<file path="config.mk">
export PLATFORM = sky130hd
export DESIGN_NAME = sd_card_command_sequencer_unit
export DESIGN_NICKNAME = d
export VERILOG_FILES = /design/src/rtl/core/sdcs_pkg.sv /design/src/rtl/core/sd_card_command_sequencer_unit.sv /design/src/rtl/core/sdcs_csd_decode.sv /design/src/rtl/core/sdcs_sequencer.sv
export SDC_FILE = /design/constraint.sdc
export NUM_CORES = 1
export LEC_CHECK = 0
export BUFFER_PORTS_ARGS = -buffer_cell sky130_fd_sc_hd__buf_2
export CORE_MARGIN = 2
export CORE_UTILIZATION = 50
export CTS_CLUSTER_DIAMETER = 40
export DETAILED_ROUTE_END_ITERATION = 10
export PLACE_DENSITY_LB_ADDON = 0.1
export SKIP_LAST_GASP = 1
export SYNTH_ARGS = -nofsm -noshare
export SYNTH_HDL_FRONTEND = slang
export SYNTH_SLANG_ARGS = --single-unit
</file>
<file path="constraint.sdc">
create_clock -name clk -period 9.38 [get_ports clk]
set_input_delay 0 -clock clk [delete_from_list [all_inputs] [get_ports clk]]
set_output_delay 0 -clock clk [all_outputs]
set_load 0.02 [all_outputs]
</file>
<file path="src/rtl/core/sdcs_pkg.sv">
`timescale 1ns / 1ps

package sdcs_pkg;

  localparam int InDataW  = 216;
  localparam int InUserW  = 3;
  localparam int OutDataW = 136;

  typedef enum logic [4:0] {
    STEP_IDLE   = 5'd0,
    STEP_CMD0A  = 5'd1,
    STEP_CMD0B  = 5'd2,
    STEP_CMD8   = 5'd3,
    STEP_A41_55 = 5'd4,
    STEP_A41    = 5'd5,
    STEP_CID    = 5'd6,
    STEP_RCA    = 5'd7,
    STEP_CSD    = 5'd8,
    STEP_SEL    = 5'd9,
    STEP_BLEN   = 5'd10,
    STEP_BW55   = 5'd11,
    STEP_BW6    = 5'd12,
    STEP_RDM    = 5'd13,
    STEP_WR55   = 5'd14,
    STEP_WR23   = 5'd15,
    STEP_WRM    = 5'd16,
    STEP_LAST   = 5'd17
  } step_t;

  localparam logic [2:0] REQ_INIT   = 3'd0;
  localparam logic [2:0] REQ_READ   = 3'd1;
  localparam logic [2:0] REQ_WRITE  = 3'd2;
  localparam logic [2:0] REQ_DONE   = 3'd3;
  localparam logic [2:0] REQ_STATUS = 3'd4;

  localparam logic [1:0] RK_NONE  = 2'd0;
  localparam logic [1:0] RK_SHORT = 2'd1;
  localparam logic [1:0] RK_NOCRC = 2'd2;
  localparam logic [1:0] RK_LONG  = 2'd3;

  localparam logic [1:0] DIR_NONE  = 2'd0;
  localparam logic [1:0] DIR_READ  = 2'd1;
  localparam logic [1:0] DIR_WRITE = 2'd2;

  localparam logic [1:0] STAT_OK     = 2'd0;
  localparam logic [1:0] STAT_CMDERR = 2'd1;
  localparam logic [1:0] STAT_OPCOND = 2'd2;
  localparam logic [1:0] STAT_BUSY   = 2'd3;

  localparam logic [3:0] DLY_NONE  = 4'd0;
  localparam logic [3:0] DLY_SHORT = 4'd1;
  localparam logic [3:0] DLY_LONG  = 4'd10;

  localparam logic [5:0] SD_CMD0  = 6'd0;
  localparam logic [5:0] SD_CMD2  = 6'd2;
  localparam logic [5:0] SD_CMD3  = 6'd3;
  localparam logic [5:0] SD_ACMD6 = 6'd6;
  localparam logic [5:0] SD_CMD7  = 6'd7;
  localparam logic [5:0] SD_CMD8  = 6'd8;
  localparam logic [5:0] SD_CMD9  = 6'd9;
  localparam logic [5:0] SD_CMD12 = 6'd12;
  localparam logic [5:0] SD_CMD13 = 6'd13;
  localparam logic [5:0] SD_CMD16 = 6'd16;
  localparam logic [5:0] SD_CMD17 = 6'd17;
  localparam logic [5:0] SD_CMD18 = 6'd18;
  localparam logic [5:0] SD_ACMD23 = 6'd23;
  localparam logic [5:0] SD_CMD24 = 6'd24;
  localparam logic [5:0] SD_CMD25 = 6'd25;
  localparam logic [5:0] SD_ACMD41 = 6'd41;
  localparam logic [5:0] SD_CMD55 = 6'd55;

  localparam logic [31:0] ARG_IF_COND  = 32'h0000_01aa;
  localparam logic [31:0] ARG_OCR_VOLT = 32'h00f0_0000;
  localparam logic [31:0] OCR_BUSY     = 32'h8000_0000;
  localparam logic [31:0] OCR_HCS      = 32'h4000_0000;
  localparam logic [31:0] ARG_BLKLEN   = 32'd512;
  localparam logic [31:0] ARG_BUS4     = 32'd2;

  typedef struct packed {
    logic [2:0]  command;
    logic [31:0] block_address;
    logic [16:0] block_count;
    logic        completion_error;
    logic [31:0] resp_word0;
    logic [31:0] resp_word2;
    logic [31:0] resp_word3;
  } item_t;

  typedef struct packed {
    logic [32:0] blocks;
    logic [31:0] kib;
  } csd_t;

  typedef struct packed {
    logic        issue;
    logic [5:0]  cmd_index;
    logic [31:0] cmd_argument;
    logic [1:0]  response_kind;
    logic [1:0]  data_direction;
    logic [16:0] transfer_blocks;
    logic [3:0]  delay_ms;
    logic        clock_fast;
    logic [1:0]  status;
    logic        card_is_sdhc;
    logic [32:0] capacity_blocks;
    logic [31:0] capacity_kib;
  } result_t;

endpackage

</file>
<file path="src/rtl/core/sd_card_command_sequencer_unit.sv">
`timescale 1ns / 1ps

// channel  direction  handshake          payload
// s_       in         s_tvalid/s_tready  s_tdata (request or completion), s_tuser (command)
// m_       out        m_tvalid/m_tready  m_tdata (command or report), m_tuser (issue)
//
// One item per cycle unless a stalled result on m_ holds the flow.
// The input register and the result register are split by the step logic and CSD decoder.
// An item with no result drains without waiting on m_tready.
// A stalled result holds the result register; the input register fills behind it.
// rst clears the step, card state and both valid flags.

module sd_card_command_sequencer_unit
  import sdcs_pkg::*;
(
  input  logic                  clk,
  input  logic                  rst,
  input  logic                  s_tvalid,
  output logic                  s_tready,
  // block_address[31:0], block_count[48:32], completion_error[49], resp_word0[81:50],
  // resp_word1[113:82], resp_word2[145:114], resp_word3[177:146], resp_word4[209:178]
  input  logic [InDataW-1:0]    s_tdata,
  // command[2:0]
  input  logic [InUserW-1:0]    s_tuser,
  output logic                  m_tvalid,
  input  logic                  m_tready,
  // cmd_index[5:0], cmd_argument[37:6], response_kind[39:38], data_direction[41:40],
  // transfer_blocks[58:42], delay_ms[62:59], clock_fast[63], status[65:64],
  // card_is_sdhc[66], capacity_blocks[99:67], capacity_kib[131:100]
  output logic [OutDataW-1:0]   m_tdata,
  // issue[0]
  output logic                  m_tuser
);

  logic    in_valid;
  item_t   in_item;
  logic    advance;
  logic    has_result;
  result_t step_result;
  result_t out_result;

  assign advance  = in_valid && (!has_result || !m_tvalid || m_tready);
  assign s_tready = !in_valid || advance;

  always_ff @(posedge clk) begin
    if (rst) begin
      in_valid <= 1'b0;
    end else if (s_tready) begin
      in_valid <= s_tvalid;
    end
  end

  always_ff @(posedge clk) begin
    if (s_tvalid && s_tready) begin
      in_item.command          <= s_tuser;
      in_item.block_address    <= s_tdata[31:0];
      in_item.block_count      <= s_tdata[48:32];
      in_item.completion_error <= s_tdata[49];
      in_item.resp_word0       <= s_tdata[81:50];
      in_item.resp_word2       <= s_tdata[145:114];
      in_item.resp_word3       <= s_tdata[177:146];
    end
  end

  sdcs_sequencer u_seq (
    .clk        (clk),
    .rst        (rst),
    .item_valid (in_valid),
    .item       (in_item),
    .advance    (advance),
    .has_result (has_result),
    .result     (step_result)
  );

  always_ff @(posedge clk) begin
    if (rst) begin
      m_tvalid <= 1'b0;
    end else if (advance && has_result) begin
      m_tvalid <= 1'b1;
    end else if (m_tready) begin
      m_tvalid <= 1'b0;
    end
  end

  always_ff @(posedge clk) begin
    if (advance && has_result) begin
      out_result <= step_result;
    end
  end

  assign m_tuser = out_result.issue;
  assign m_tdata = {4'd0,
                    out_result.capacity_kib,
                    out_result.capacity_blocks,
                    out_result.card_is_sdhc,
                    out_result.status,
                    out_result.clock_fast,
                    out_result.delay_ms,
                    out_result.transfer_blocks,
                    out_result.data_direction,
                    out_result.response_kind,
                    out_result.cmd_argument,
                    out_result.cmd_index};

endmodule

</file>
<file path="src/rtl/core/sdcs_csd_decode.sv">
`timescale 1ns / 1ps

module sdcs_csd_decode
  import sdcs_pkg::*;
(
  input  logic        sdhc,
  input  logic [31:0] resp_word2,
  input  logic [31:0] resp_word3,
  output csd_t        size
);

  logic [7:0]  byte4, byte5, byte6, byte9, byte10, byte11;
  logic [3:0]  blen_log;
  logic [22:0] hc_csize;
  logic [31:0] hc_kib;
  logic [2:0]  sc_mult;
  logic [12:0] sc_csize;
  logic [21:0] sc_blocks;

  assign byte4  = resp_word2[7:0];
  assign byte5  = resp_word2[15:8];
  assign byte6  = resp_word2[23:16];
  assign byte9  = resp_word3[15:8];
  assign byte10 = resp_word3[23:16];
  assign byte11 = resp_word3[31:24];

  assign blen_log  = byte6[3:0];
  assign hc_csize  = {1'b0, byte4[5:0], byte11, byte10} + 23'd1;
  assign hc_kib    = {hc_csize, 9'd0};
  assign sc_mult   = {byte10[1:0], byte9[7]};
  assign sc_csize  = {1'b0, byte5[1:0], byte4, byte11[7:6]} + 13'd1;
  assign sc_blocks = 22'(sc_csize) << (4'(sc_mult) + 4'd2);

  always_comb begin
    if (sdhc) begin
      size.kib = hc_kib;
      case (blen_log)
        4'd9:    size.blocks = {hc_kib, 1'b0};
        4'd10:   size.blocks = {1'b0, hc_kib};
        default: size.blocks = {2'b00, hc_kib[31:1]};
      endcase
    end else begin
      size.blocks = 33'(sc_blocks);
      case (blen_log)
        4'd9:    size.kib = 32'(sc_blocks[21:1]);
        4'd11:   size.kib = 32'({sc_blocks, 1'b0});
        default: size.kib = 32'(sc_blocks);
      endcase
    end
  end

endmodule

</file>
<file path="src/rtl/core/sdcs_sequencer.sv">
`timescale 1ns / 1ps

module sdcs_sequencer
  import sdcs_pkg::*;
(
  input  logic    clk,
  input  logic    rst,
  input  logic    item_valid,
  input  item_t   item,
  input  logic    advance,
  output logic    has_result,
  output result_t result
);

  step_t       step, step_next;
  logic        card_sdhc, card_sdhc_next;
  logic [15:0] rca, rca_next;
  logic        hcs, hcs_next;
  logic [31:0] saved_address, saved_address_next;
  logic [16:0] saved_count, saved_count_next;
  logic        fast_clock_on, fast_clock_on_next;
  logic [32:0] decoded_blocks, decoded_blocks_next;
  logic [31:0] decoded_kib, decoded_kib_next;
  csd_t        csd_size;
  logic        busy;
  logic        count_bad;
  logic [31:0] req_addr;

  function automatic result_t cmd_f(logic [5:0] idx, logic [31:0] arg, logic [1:0] kind,
                                    logic [1:0] dir, logic [16:0] blocks,
                                    logic [3:0] delay);
    result_t r;
    r = '0;
    r.issue           = 1'b1;
    r.cmd_index       = idx;
    r.cmd_argument    = arg;
    r.response_kind   = kind;
    r.data_direction  = dir;
    r.transfer_blocks = blocks;
    r.delay_ms        = delay;
    return r;
  endfunction

  function automatic result_t report_f(logic [1:0] stat);
    result_t r;
    r = '0;
    r.status = stat;
    return r;
  endfunction

  sdcs_csd_decode u_csd (
    .sdhc       (card_sdhc),
    .resp_word2 (item.resp_word2),
    .resp_word3 (item.resp_word3),
    .size       (csd_size)
  );

  assign busy      = (step != STEP_IDLE);
  assign count_bad = (item.block_count == 17'd0) ||
                     (item.block_count[16] && (item.block_count[15:0] != 16'd0));
  assign req_addr  = card_sdhc ? item.block_address : {item.block_address[22:0], 9'd0};

  always_ff @(posedge clk) begin
    if (rst) begin
      step           <= STEP_IDLE;
      card_sdhc      <= 1'b0;
      rca            <= '0;
      hcs            <= 1'b0;
      saved_address  <= '0;
      saved_count    <= '0;
      fast_clock_on  <= 1'b0;
      decoded_blocks <= '0;
      decoded_kib    <= '0;
    end else if (advance) begin
      step           <= step_next;
      card_sdhc      <= card_sdhc_next;
      rca            <= rca_next;
      hcs            <= hcs_next;
      saved_address  <= saved_address_next;
      saved_count    <= saved_count_next;
      fast_clock_on  <= fast_clock_on_next;
      decoded_blocks <= decoded_blocks_next;
      decoded_kib    <= decoded_kib_next;
    end
  end

  always_comb begin
    step_next           = step;
    card_sdhc_next      = card_sdhc;
    rca_next            = rca;
    hcs_next            = hcs;
    saved_address_next  = saved_address;
    saved_count_next    = saved_count;
    fast_clock_on_next  = fast_clock_on;
    decoded_blocks_next = decoded_blocks;
    decoded_kib_next    = decoded_kib;
    has_result          = 1'b0;
    result              = '0;

    if (item_valid) begin
      if (item.command == REQ_DONE) begin
        if (busy) begin
          has_result = 1'b1;
          unique case (step)
            STEP_CMD0A: begin
              result    = cmd_f(SD_CMD0, '0, RK_NONE, DIR_NONE, '0, DLY_LONG);
              step_next = STEP_CMD0B;
            end
            STEP_CMD0B: begin
              result    = cmd_f(SD_CMD8, ARG_IF_COND, RK_SHORT, DIR_NONE, '0, DLY_LONG);
              step_next = STEP_CMD8;
            end
            STEP_CMD8: begin
              hcs_next  = !item.completion_error;
              result    = cmd_f(SD_CMD55, {rca, 16'd0}, RK_SHORT, DIR_NONE, '0, DLY_NONE);
              step_next = STEP_A41_55;
            end
            STEP_A41_55: begin
              if (item.completion_error) begin
                result    = report_f(STAT_OPCOND);
                step_next = STEP_IDLE;
              end else begin
                result    = cmd_f(SD_ACMD41, ARG_OCR_VOLT | (hcs ? OCR_HCS : '0), RK_NOCRC,
                                  DIR_NONE, '0, DLY_NONE);
                step_next = STEP_A41;
              end
            end
            STEP_A41: begin
              if (item.completion_error) begin
                result    = report_f(STAT_OPCOND);
                step_next = STEP_IDLE;
              end else if ((item.resp_word0 & OCR_BUSY) != '0) begin
                card_sdhc_next = ((item.resp_word0 & OCR_HCS) != '0);
                result    = cmd_f(SD_CMD2, '0, RK_LONG, DIR_NONE, '0, DLY_NONE);
                step_next = STEP_CID;
              end else begin
                result    = cmd_f(SD_CMD55, {rca, 16'd0}, RK_SHORT, DIR_NONE, '0, DLY_LONG);
                step_next = STEP_A41_55;
              end
            end
            STEP_CID: begin
              if (item.completion_error) begin
                result    = report_f(STAT_CMDERR);
                step_next = STEP_IDLE;
              end else begin
                result    = cmd_f(SD_CMD3, '0, RK_SHORT, DIR_NONE, '0, DLY_NONE);
                step_next = STEP_RCA;
              end
            end
            STEP_RCA: begin
              if (item.completion_error) begin
                result    = report_f(STAT_CMDERR);
                step_next = STEP_IDLE;
              end else begin
                rca_next  = item.resp_word0[31:16];
                result    = cmd_f(SD_CMD9, {item.resp_word0[31:16], 16'd0}, RK_LONG,
                                  DIR_NONE, '0, DLY_NONE);
                step_next = STEP_CSD;
              end
            end
            STEP_CSD: begin
              if (item.completion_error) begin
                rca_next  = '0;
                result    = report_f(STAT_CMDERR);
                step_next = STEP_IDLE;
              end else begin
                decoded_blocks_next = csd_size.blocks;
                decoded_kib_next    = csd_size.kib;
                result    = cmd_f(SD_CMD7, {rca, 16'd0}, RK_SHORT, DIR_NONE, '0, DLY_NONE);
                step_next = STEP_SEL;
              end
            end
            STEP_SEL: begin
              if (item.completion_error) begin
                rca_next  = '0;
                result    = report_f(STAT_CMDERR);
                step_next = STEP_IDLE;
              end else begin
                fast_clock_on_next = 1'b1;
                result    = cmd_f(SD_CMD16, ARG_BLKLEN, RK_SHORT, DIR_NONE, '0, DLY_NONE);
                step_next = STEP_BLEN;
              end
            end
            STEP_BLEN: begin
              result    = cmd_f(SD_CMD55, {rca, 16'd0}, RK_SHORT, DIR_NONE, '0, DLY_NONE);
              step_next = STEP_BW55;
            end
            STEP_BW55: begin
              if (item.completion_error) begin
                result    = report_f(STAT_CMDERR);
                step_next = STEP_IDLE;
              end else begin
                result    = cmd_f(SD_ACMD6, ARG_BUS4, RK_SHORT, DIR_NONE, '0, DLY_NONE);
                step_next = STEP_BW6;
              end
            end
            STEP_BW6: begin
              if (item.completion_error) begin
                result    = report_f(STAT_CMDERR);
                step_next = STEP_IDLE;
              end else begin
                result    = cmd_f(SD_CMD13, {rca, 16'd0}, RK_SHORT, DIR_NONE, '0, DLY_NONE);
                step_next = STEP_LAST;
              end
            end
            STEP_RDM, STEP_WRM: begin
              if (item.completion_error) begin
                result    = report_f(STAT_CMDERR);
                step_next = STEP_IDLE;
              end else begin
                result    = cmd_f(SD_CMD12, '0, RK_SHORT, DIR_NONE, '0, DLY_NONE);
                step_next = STEP_LAST;
              end
            end
            STEP_WR55: begin
              if (item.completion_error) begin
                result    = report_f(STAT_CMDERR);
                step_next = STEP_IDLE;
              end else begin
                result    = cmd_f(SD_ACMD23, 32'(saved_count), RK_SHORT, DIR_NONE, '0,
                                  DLY_NONE);
                step_next = STEP_WR23;
              end
            end
            STEP_WR23: begin
              if (item.completion_error) begin
                result    = report_f(STAT_CMDERR);
                step_next = STEP_IDLE;
              end else begin
                result    = cmd_f(SD_CMD25, saved_address, RK_SHORT, DIR_WRITE, saved_count,
                                  DLY_NONE);
                step_next = STEP_WRM;
              end
            end
            STEP_LAST: begin
              result    = report_f(item.completion_error ? STAT_CMDERR : STAT_OK);
              step_next = STEP_IDLE;
            end
            default: begin
              has_result = 1'b0;
              step_next  = STEP_IDLE;
            end
          endcase
        end
      end else if (item.command == REQ_INIT || item.command == REQ_READ ||
                   item.command == REQ_WRITE || item.command == REQ_STATUS) begin
        has_result = 1'b1;
        if (busy) begin
          result = report_f(STAT_BUSY);
        end else if (item.command == REQ_INIT) begin
          card_sdhc_next      = 1'b0;
          rca_next            = '0;
          hcs_next            = 1'b0;
          fast_clock_on_next  = 1'b0;
          decoded_blocks_next = '0;
          decoded_kib_next    = '0;
          result    = cmd_f(SD_CMD0, '0, RK_NONE, DIR_NONE, '0, DLY_SHORT);
          step_next = STEP_CMD0A;
        end else if (item.command == REQ_STATUS) begin
          result    = cmd_f(SD_CMD13, {rca, 16'd0}, RK_SHORT, DIR_NONE, '0, DLY_NONE);
          step_next = STEP_LAST;
        end else if (count_bad) begin
          result    = report_f(STAT_CMDERR);
          step_next = STEP_IDLE;
        end else begin
          saved_address_next = req_addr;
          saved_count_next   = item.block_count;
          if (item.command == REQ_READ) begin
            if (item.block_count == 17'd1) begin
              result    = cmd_f(SD_CMD17, req_addr, RK_SHORT, DIR_READ, 17'd1, DLY_NONE);
              step_next = STEP_LAST;
            end else begin
              result    = cmd_f(SD_CMD18, req_addr, RK_SHORT, DIR_READ, item.block_count,
                                DLY_NONE);
              step_next = STEP_RDM;
            end
          end else if (item.block_count == 17'd1) begin
            result    = cmd_f(SD_CMD24, req_addr, RK_SHORT, DIR_WRITE, 17'd1, DLY_NONE);
            step_next = STEP_LAST;
          end else begin
            result    = cmd_f(SD_CMD55, {rca, 16'd0}, RK_SHORT, DIR_NONE, '0, DLY_NONE);
            step_next = STEP_WR55;
          end
        end
      end
    end

    result.clock_fast = fast_clock_on_next;
    if (!result.issue) begin
      result.card_is_sdhc    = card_sdhc_next;
      result.capacity_blocks = decoded_blocks_next;
      result.capacity_kib    = decoded_kib_next;
    end
  end

endmodule

</file>
==> impl_metrics.tcl, run 1 <==
set metrics [dict create \
    min_path_type "input pin to register" \
    clk_pin_slew_ns 0.06 \
    ir_drop_mv 0.153 \
    portBuffers 237 \
    syn_area_mm2 0.0187 \
    drive_gt1_frac 0.188 \
    final_nets 2434 \
    pin_count 362 \
    routed_wl_um 62800 \
    cp.required_ns 9.86 \
    whs_ns 0.0866 \
    cts_resized 0 \
    synth_ff_type "edfxtp_1" \
    drv_cap 0 \
    worstPathMaxFanout 39 \
    fp.dieArea_mm2 0.0390 \
    drc_errors 0 \
    synth_top_family_by_area "compound AO/OA/AOI/OAI gates" \
    synth_enable_flop_cells 231 \
    met3_usage 0.0639 \
    cts_buffer_depth 3 \
    muxShareOfSynthArea 0.0292 \
    cp.arrival_ns 5.33 \
    post_drt_wl_per_cell_um 23.1 \
    htreeDepth 2 \
    layout_min_cycle_time_ns 4.86 \
    fin_setup_tns_ns 0 \
    async_flop_share 0 \
    yosys.area_share.simple 0.167 \
    antenna_found_initial 1 \
    worstMarginPinSlew_ns 1.15 \
    synth_compound_area_frac 0.220 \
    place.gp.congestion 0.944 \
    ys_warn_count 0 \
    post-route-period-util 0.518 \
    vias 17100 \
    core.rowCount 70 \
    powerDensity_mw_per_mm2 188 \
    met1_usage 0.485 \
    synth_fa_ha_area_frac 0.00467 \
    p_leak_nw 8.29 \
    grt_pass1_wl_um 94300 \
    postRouteAntennaNets 0 \
    place_area_mm2 0.0201 \
    hp-start "s_tdata[70]" \
    synth_xor_area_frac 0.0136 \
    initial_core_util 0.510 \
    slew_violations 0 \
    synth-seq-cells 371 \
    max-slew-margin-rel 0.212 \
    clock_skew_ns 0.0260 \
    status "complete, no violations" \
    critPathLaunchType "register" \
    via_per_inst 6.28 \
    r2r-start "u_seq.step[0]$_SDFFE_PP0P_" \
    use_met2 0.444 \
    cp-startpoint "u_seq.step[0]$_SDFFE_PP0P_" \
    drt_first_pass_iters 7 \
    setup_violations 0 \
    clock-sinks 371 \
    grt_use_total 0.316 \
    cts_tree "yes" \
    grt_max_degree 86 \
    critPathCaptureType "register" \
    yosysSeqAreaShare 0.520 \
    core-area_mm2 0.0368 \
    fin_ws_ns 4.52 \
    clk_latency_ns 0.61 \
    hold_viol 0 \
    nFillCells 3094 \
    die_y_um 198 \
    grt.busiest_layer "met1" \
    netlist_instances 1924 \
    synth_cell_type_count 93 \
    grt_pass1_vias 15600 \
    dr.first_iter.drc_count 2111 \
    overflow 0 \
    max_freq_ghz 0.206 \
    pre_cts_ws_ns 4.72 \
    crit_type "register to register" \
    chipWidth_um 198 \
    hpwl_um 41300 \
    root_buffer "clkbuf_16" \
    fin_area_mm2 0.0229 \
    numCtsBuffers 51 \
    syn2layout_area_growth_pct 22.3 \
    rsz0062_at_grt "false" \
    synth_area_per_cell_um2 9.74 \
]
cells by family after synthesis:
logic type | count (synthesis)
adders and majority gates | 7
muxes | 50
AOI/OAI and AO/OA | 606
DFF | 371
other | 1
and+or+nand+nor | 684
xor gates and xnor gates | 29
buffers and inverters | 176
Yosys cell counts, types with 8 or more instances:
| master | n | area, µm² |
|---|---|---|
| xor2_1 | 13 | 114 |
| mux2i_1 | 31 | 310 |
| dfxtp_1 | 140 | 2800 |
| o21ai_0 | 71 | 355 |
| and2_1 | 13 | 81.3 |
| buf_2 | 9 | 45.0 |
| xnor2_1 | 16 | 140 |
| nor2b_1 | 12 | 75.1 |
| inv_1 | 17 | 63.8 |
| nor2_1 | 205 | 769 |
| nand2_1 | 232 | 871 |
| o22ai_1 | 32 | 200 |
| nor4_1 | 12 | 75.1 |
| buf_6 | 16 | 180 |
| edfxtp_1 | 231 | 6940 |
| o21a_1 | 8 | 60.1 |
| nand3_1 | 66 | 330 |
| nor3_1 | 48 | 240 |
| buf_4 | 11 | 82.6 |
| and3_1 | 21 | 131 |
| a221oi_1 | 19 | 166 |
| clkbuf_1 | 109 | 409 |
| o31a_1 | 9 | 78.8 |
| nand4_1 | 12 | 75.1 |
| o31ai_1 | 11 | 82.6 |
| a22o_1 | 18 | 158 |
| a222oi_1 | 10 | 100 |
| o211ai_1 | 12 | 90.1 |
| a211oi_1 | 32 | 240 |
| a21oi_1 | 188 | 941 |
| a22oi_1 | 58 | 435 |
| a21o_1 | 9 | 67.6 |
| or3_1 | 8 | 50.1 |
| nand2b_1 | 12 | 75.1 |
| a2bb2oi_1 | 8 | 70.1 |
| buf_1 | 8 | 30.0 |
| a32oi_1 | 9 | 78.8 |
| a31oi_1 | 12 | 75.1 |
| o2111ai_1 | 11 | 96.3 |
| mux2_2 | 17 | 191 |
placed cells by master, fill, tap and decap left out, types with 13 or more instances in the layout:
master and instances:
nand3_1 66, xor2_1 13, and3_1 21, mux2i_1 31, edfxtp_1 231, xnor2_1 16, buf_4 38, a211oi_1 32
dlygate4sd3_1 104, a21oi_1 188, nand2_1 232, nor2_1 203, dfxtp_1 139, clkbuf_16 53, inv_1 17, a221oi_1 19
mux2_2 17, a22oi_1 58, o21ai_0 71, a22o_1 18, nor3_1 47, buf_2 236, o22ai_1 32
power by group:
part | internal, mW | switching (mW) | total [mW]
logic | 0.160 | 0.324 | 0.484
clock network | 1.17 | 0.810 | 1.98
registers | 1.79 | 0.0464 | 1.84
total | 3.12 | 1.18 | 4.30
registers in the layout, summed over array words and instances, names as in the netlist, 5 cells and up:
| signal | cells |
|---|---|
| u_seq.decoded_blocks | 33 |
| u_seq.saved_address | 32 |
| u_seq.rca | 16 |
| u_seq.decoded_kib | 32 |
| in_item | 100 |
| m_tdata | 130 |
| u_seq.saved_count | 17 |
| u_seq.step | 5 |
routing by layer:
layer  part of all wire  vias to the layer above
met1               0.45                     8202
met4              0.028                        0
li1                   -                     7827
met5                  0                        -
met3               0.10                      121
met2               0.42                      915
layout make-up:
class	count	area, µm²	area share
well taps	468	586	0.0255
clock buffers	59	1380	0.0602
diodes	2	5.00	0.000218
repair buffers	378	2510	0.109
clock inverters	37	400	0.0175
flip-flops and latches	371	9740	0.425
multi-input cells	1381	8220	0.359
inverters	21	78.8	0.00344
worst max-delay path, stage by stage, from the launching register on:
cell and delay [ns]:
dfxtp_1 0.64, nor2_1 0.53, a21oi_1 0.22, o21ai_0 0.53, nor2_2 0.26, inv_1 0.70, and2_1 0.44, buf_4 0.44
nand3_1 0.52, a22oi_1 0.35, nor2_1 0.06
through the flow:
| stage | instances | total power [mW] | utilization |
|---|---|---|---|
| 6_report | 2717 | 4.30 | 0.623 |
| 5_1_grt | 2716 | 4.43 | 0.623 |
| 4_1_cts | 2715 | 4.31 | 0.623 |
| 3_5_place_dp | 2515 | 2.31 | 0.546 |
| 3_3_place_gp | 2515 | 2.30 | 0.546 |
| 2_1_floorplan | 1928 | 2.15 | - |
final timing paths:
kind                                          to  slack, ns  cells past startpoint
max reg2reg   u_seq.decoded_kib[25]$_SDFFE_PP0N_       4.52                     10
max           u_seq.decoded_kib[25]$_SDFFE_PP0N_       4.52                     10
min                        in_item[84]$_DFFE_PP_       0.09                      2
min reg2reg  u_seq.saved_address[6]$_SDFFE_PP0P_       0.45                      2
timing repair:
action / in CTS / in global routing
hold buffers: 104 / 0
buffers inserted: 0 / 0
hold endpoints to repair: 163 / 0
(Power assumes the default switching activity.)
==> inputs of run 2 (changes only) <==
==> constraint.sdc (replaced) <==
create_clock -name clk -period 4.97 [get_ports clk]
set_input_delay 0 -clock clk [delete_from_list [all_inputs] [get_ports clk]]
set_output_delay 0 -clock clk [all_outputs]
set_load 0.02 [all_outputs]
==> run 2 against run 1 <==
Against the previous run:
- sequential share of layout area down 0.64 points
- wire length rose by 2.3%
- power increased by 94%
- clock power is 99% higher
- largest power group unchanged
- highest routed layer is now met5
==> impl_metrics.tcl, run 2 (synthesized netlist as in run 1, its figures left out) <==
set metrics [dict create \
    fin_setup_tns_ns 0 \
    antenna_found_initial 2 \
    worstPathMaxFanout 11 \
    fp.dieArea_mm2 0.0390 \
    root_buffer "clkbuf_16" \
    holdPathStages 2 \
    clock_skew_ns 0.0236 \
    layout_min_cycle_time_ns 4.09 \
    critPathLaunchType "register" \
    grt_pass1_vias 15600 \
    clk_latency_ns 0.60 \
    post_drt_wl_per_cell_um 23.4 \
    postCtsSetupBuffers 0 \
    syn2layout_area_growth_pct 24.2 \
    fin_area_mm2 0.0233 \
    whs_ns 0.105 \
    rr_worst_depth 9 \
    grt_max_degree 86 \
    place.gp.congestion 0.956 \
    power_frac_seq 0.415 \
    p_sw_mw 2.21 \
    max_freq_ghz 0.244 \
    cp.arrival_ns 4.52 \
    clk_pin_slew_ns 0.06 \
    nFillCells 3043 \
    routed_wl_um 64300 \
    setup_violations 0 \
    overflow 0 \
    pin_count 362 \
    place_area_mm2 0.0204 \
    post-route-period-util 0.823 \
    clock-sinks 371 \
    p_leak_nw 8.50 \
    mostFrequentLayoutCell "buf_2" \
    combPwrFrac 0.113 \
    dr.first_iter.drc_count 2244 \
    cts_tree "yes" \
    drive_gt1_frac 0.198 \
    multi_input_area_mm2 0.00822 \
    fin_ws_ns 0.878 \
    finalPower_mw 8.36 \
    rsz0062_at_grt "false" \
    core-area_mm2 0.0368 \
    postRouteAntennaNets 0 \
    p_int_mw 6.15 \
    initial_core_util 0.510 \
    pre_cts_ws_ns 0.961 \
    min_path_type "input pin to register" \
    htreeDepth 2 \
    worstMarginPinSlew_ns 1.11 \
    cts_resized 0 \
    via_per_inst 6.27 \
    chipWidth_um 198 \
    most-common-layout-cells "buf_2 (236), nand2_1 (232), edfxtp_1 (231)" \
    status "complete, no violations" \
    pwr-share-clk 0.471 \
    fin_cells 2748 \
    cts_hold_buf 103 \
    crit_type "register to register" \
    drc_errors 0 \
    numCtsBuffers 52 \
    hpwl_um 43500 \
    seqCellArea_mm2 0.00974 \
    vias 17200 \
    cp.required_ns 5.40 \
    placed_cells 2546 \
    critPathCaptureType "register" \
    drt_first_pass_iters 8 \
    grt_use_total 0.321 \
    powerDensity_mw_per_mm2 359 \
    max-slew-margin-rel 0.257 \
    cts_buffer_depth 3 \
    slew_violations 0 \
    largest_reg_flops 130 \
    drv_cap 0 \
    die_y_um 198 \
    ir_drop_mv 0.267 \
    final_util 0.633 \
    grt_pass1_wl_um 95000 \
    core.rowCount 70 \
    hold_viol 0 \
    final_nets 2465 \
    swShare 0.264 \
    portBuffers 237 \
]
[run 2: worst max-delay path, cell delays in order, from the launching register on]
cell      delay [ns]
edfxtp_1        0.61
ha_1            0.48
nand2_1         0.16
or4_1           0.54
a32oi_1         0.61
a211oi_1        0.26
a22oi_1         0.60
o221ai_1        0.24
and3_1          0.25
nor3_1          0.20
[run 2: power by group through the flow]
stage,registers [mW],logic [mW],clock network [mW]
after floorplan,3.54,0.521,0
after detailed placement,3.53,0.855,0
after CTS,3.47,0.921,3.98
final,3.47,0.947,3.94
after global placement,3.53,0.851,0
after global routing,3.48,1.01,4.12
[run 2: cell type report]
type | count | share of cell area
Clock buffer | 62 | 0.0606
Multi-Input combinational cell | 1381 | 0.353
Sequential cell | 371 | 0.419
Timing Repair Buffer | 408 | 0.118
Inverter | 21 | 0.00339
Tap cell | 468 | 0.0252
Clock inverter | 36 | 0.0204
Antenna cell | 1 | 0.000108
[run 2: final timing paths]
kind / start / slack (ns) / end
setup / recovery: in_item[30]$_DFFE_PP_ / 0.88 / m_tdata[81]$_SDFFCE_PP0P_
hold / removal: s_tdata[1] / 0.10 / in_item[115]$_DFFE_PP_
setup reg to reg: in_item[30]$_DFFE_PP_ / 0.88 / m_tdata[81]$_SDFFCE_PP0P_
hold reg to reg: u_seq.saved_address[4]$_SDFFE_PP0P_ / 0.45 / u_seq.saved_address[4]$_SDFFE_PP0P_
[run 2: per-layer routing]
layer / GRT usage / vias up / routed length (µm) / part of all wire
li1: - / 7899 / - / -
met1: 0.481 / 8226 / 28300 / 0.44
met2: 0.457 / 992 / 27300 / 0.42
met3: 0.0734 / 123 / 6790 / 0.11
met4: 0.106 / 2 / 1870 / 0.029
met5: 0 / - / 13 / 0.00020
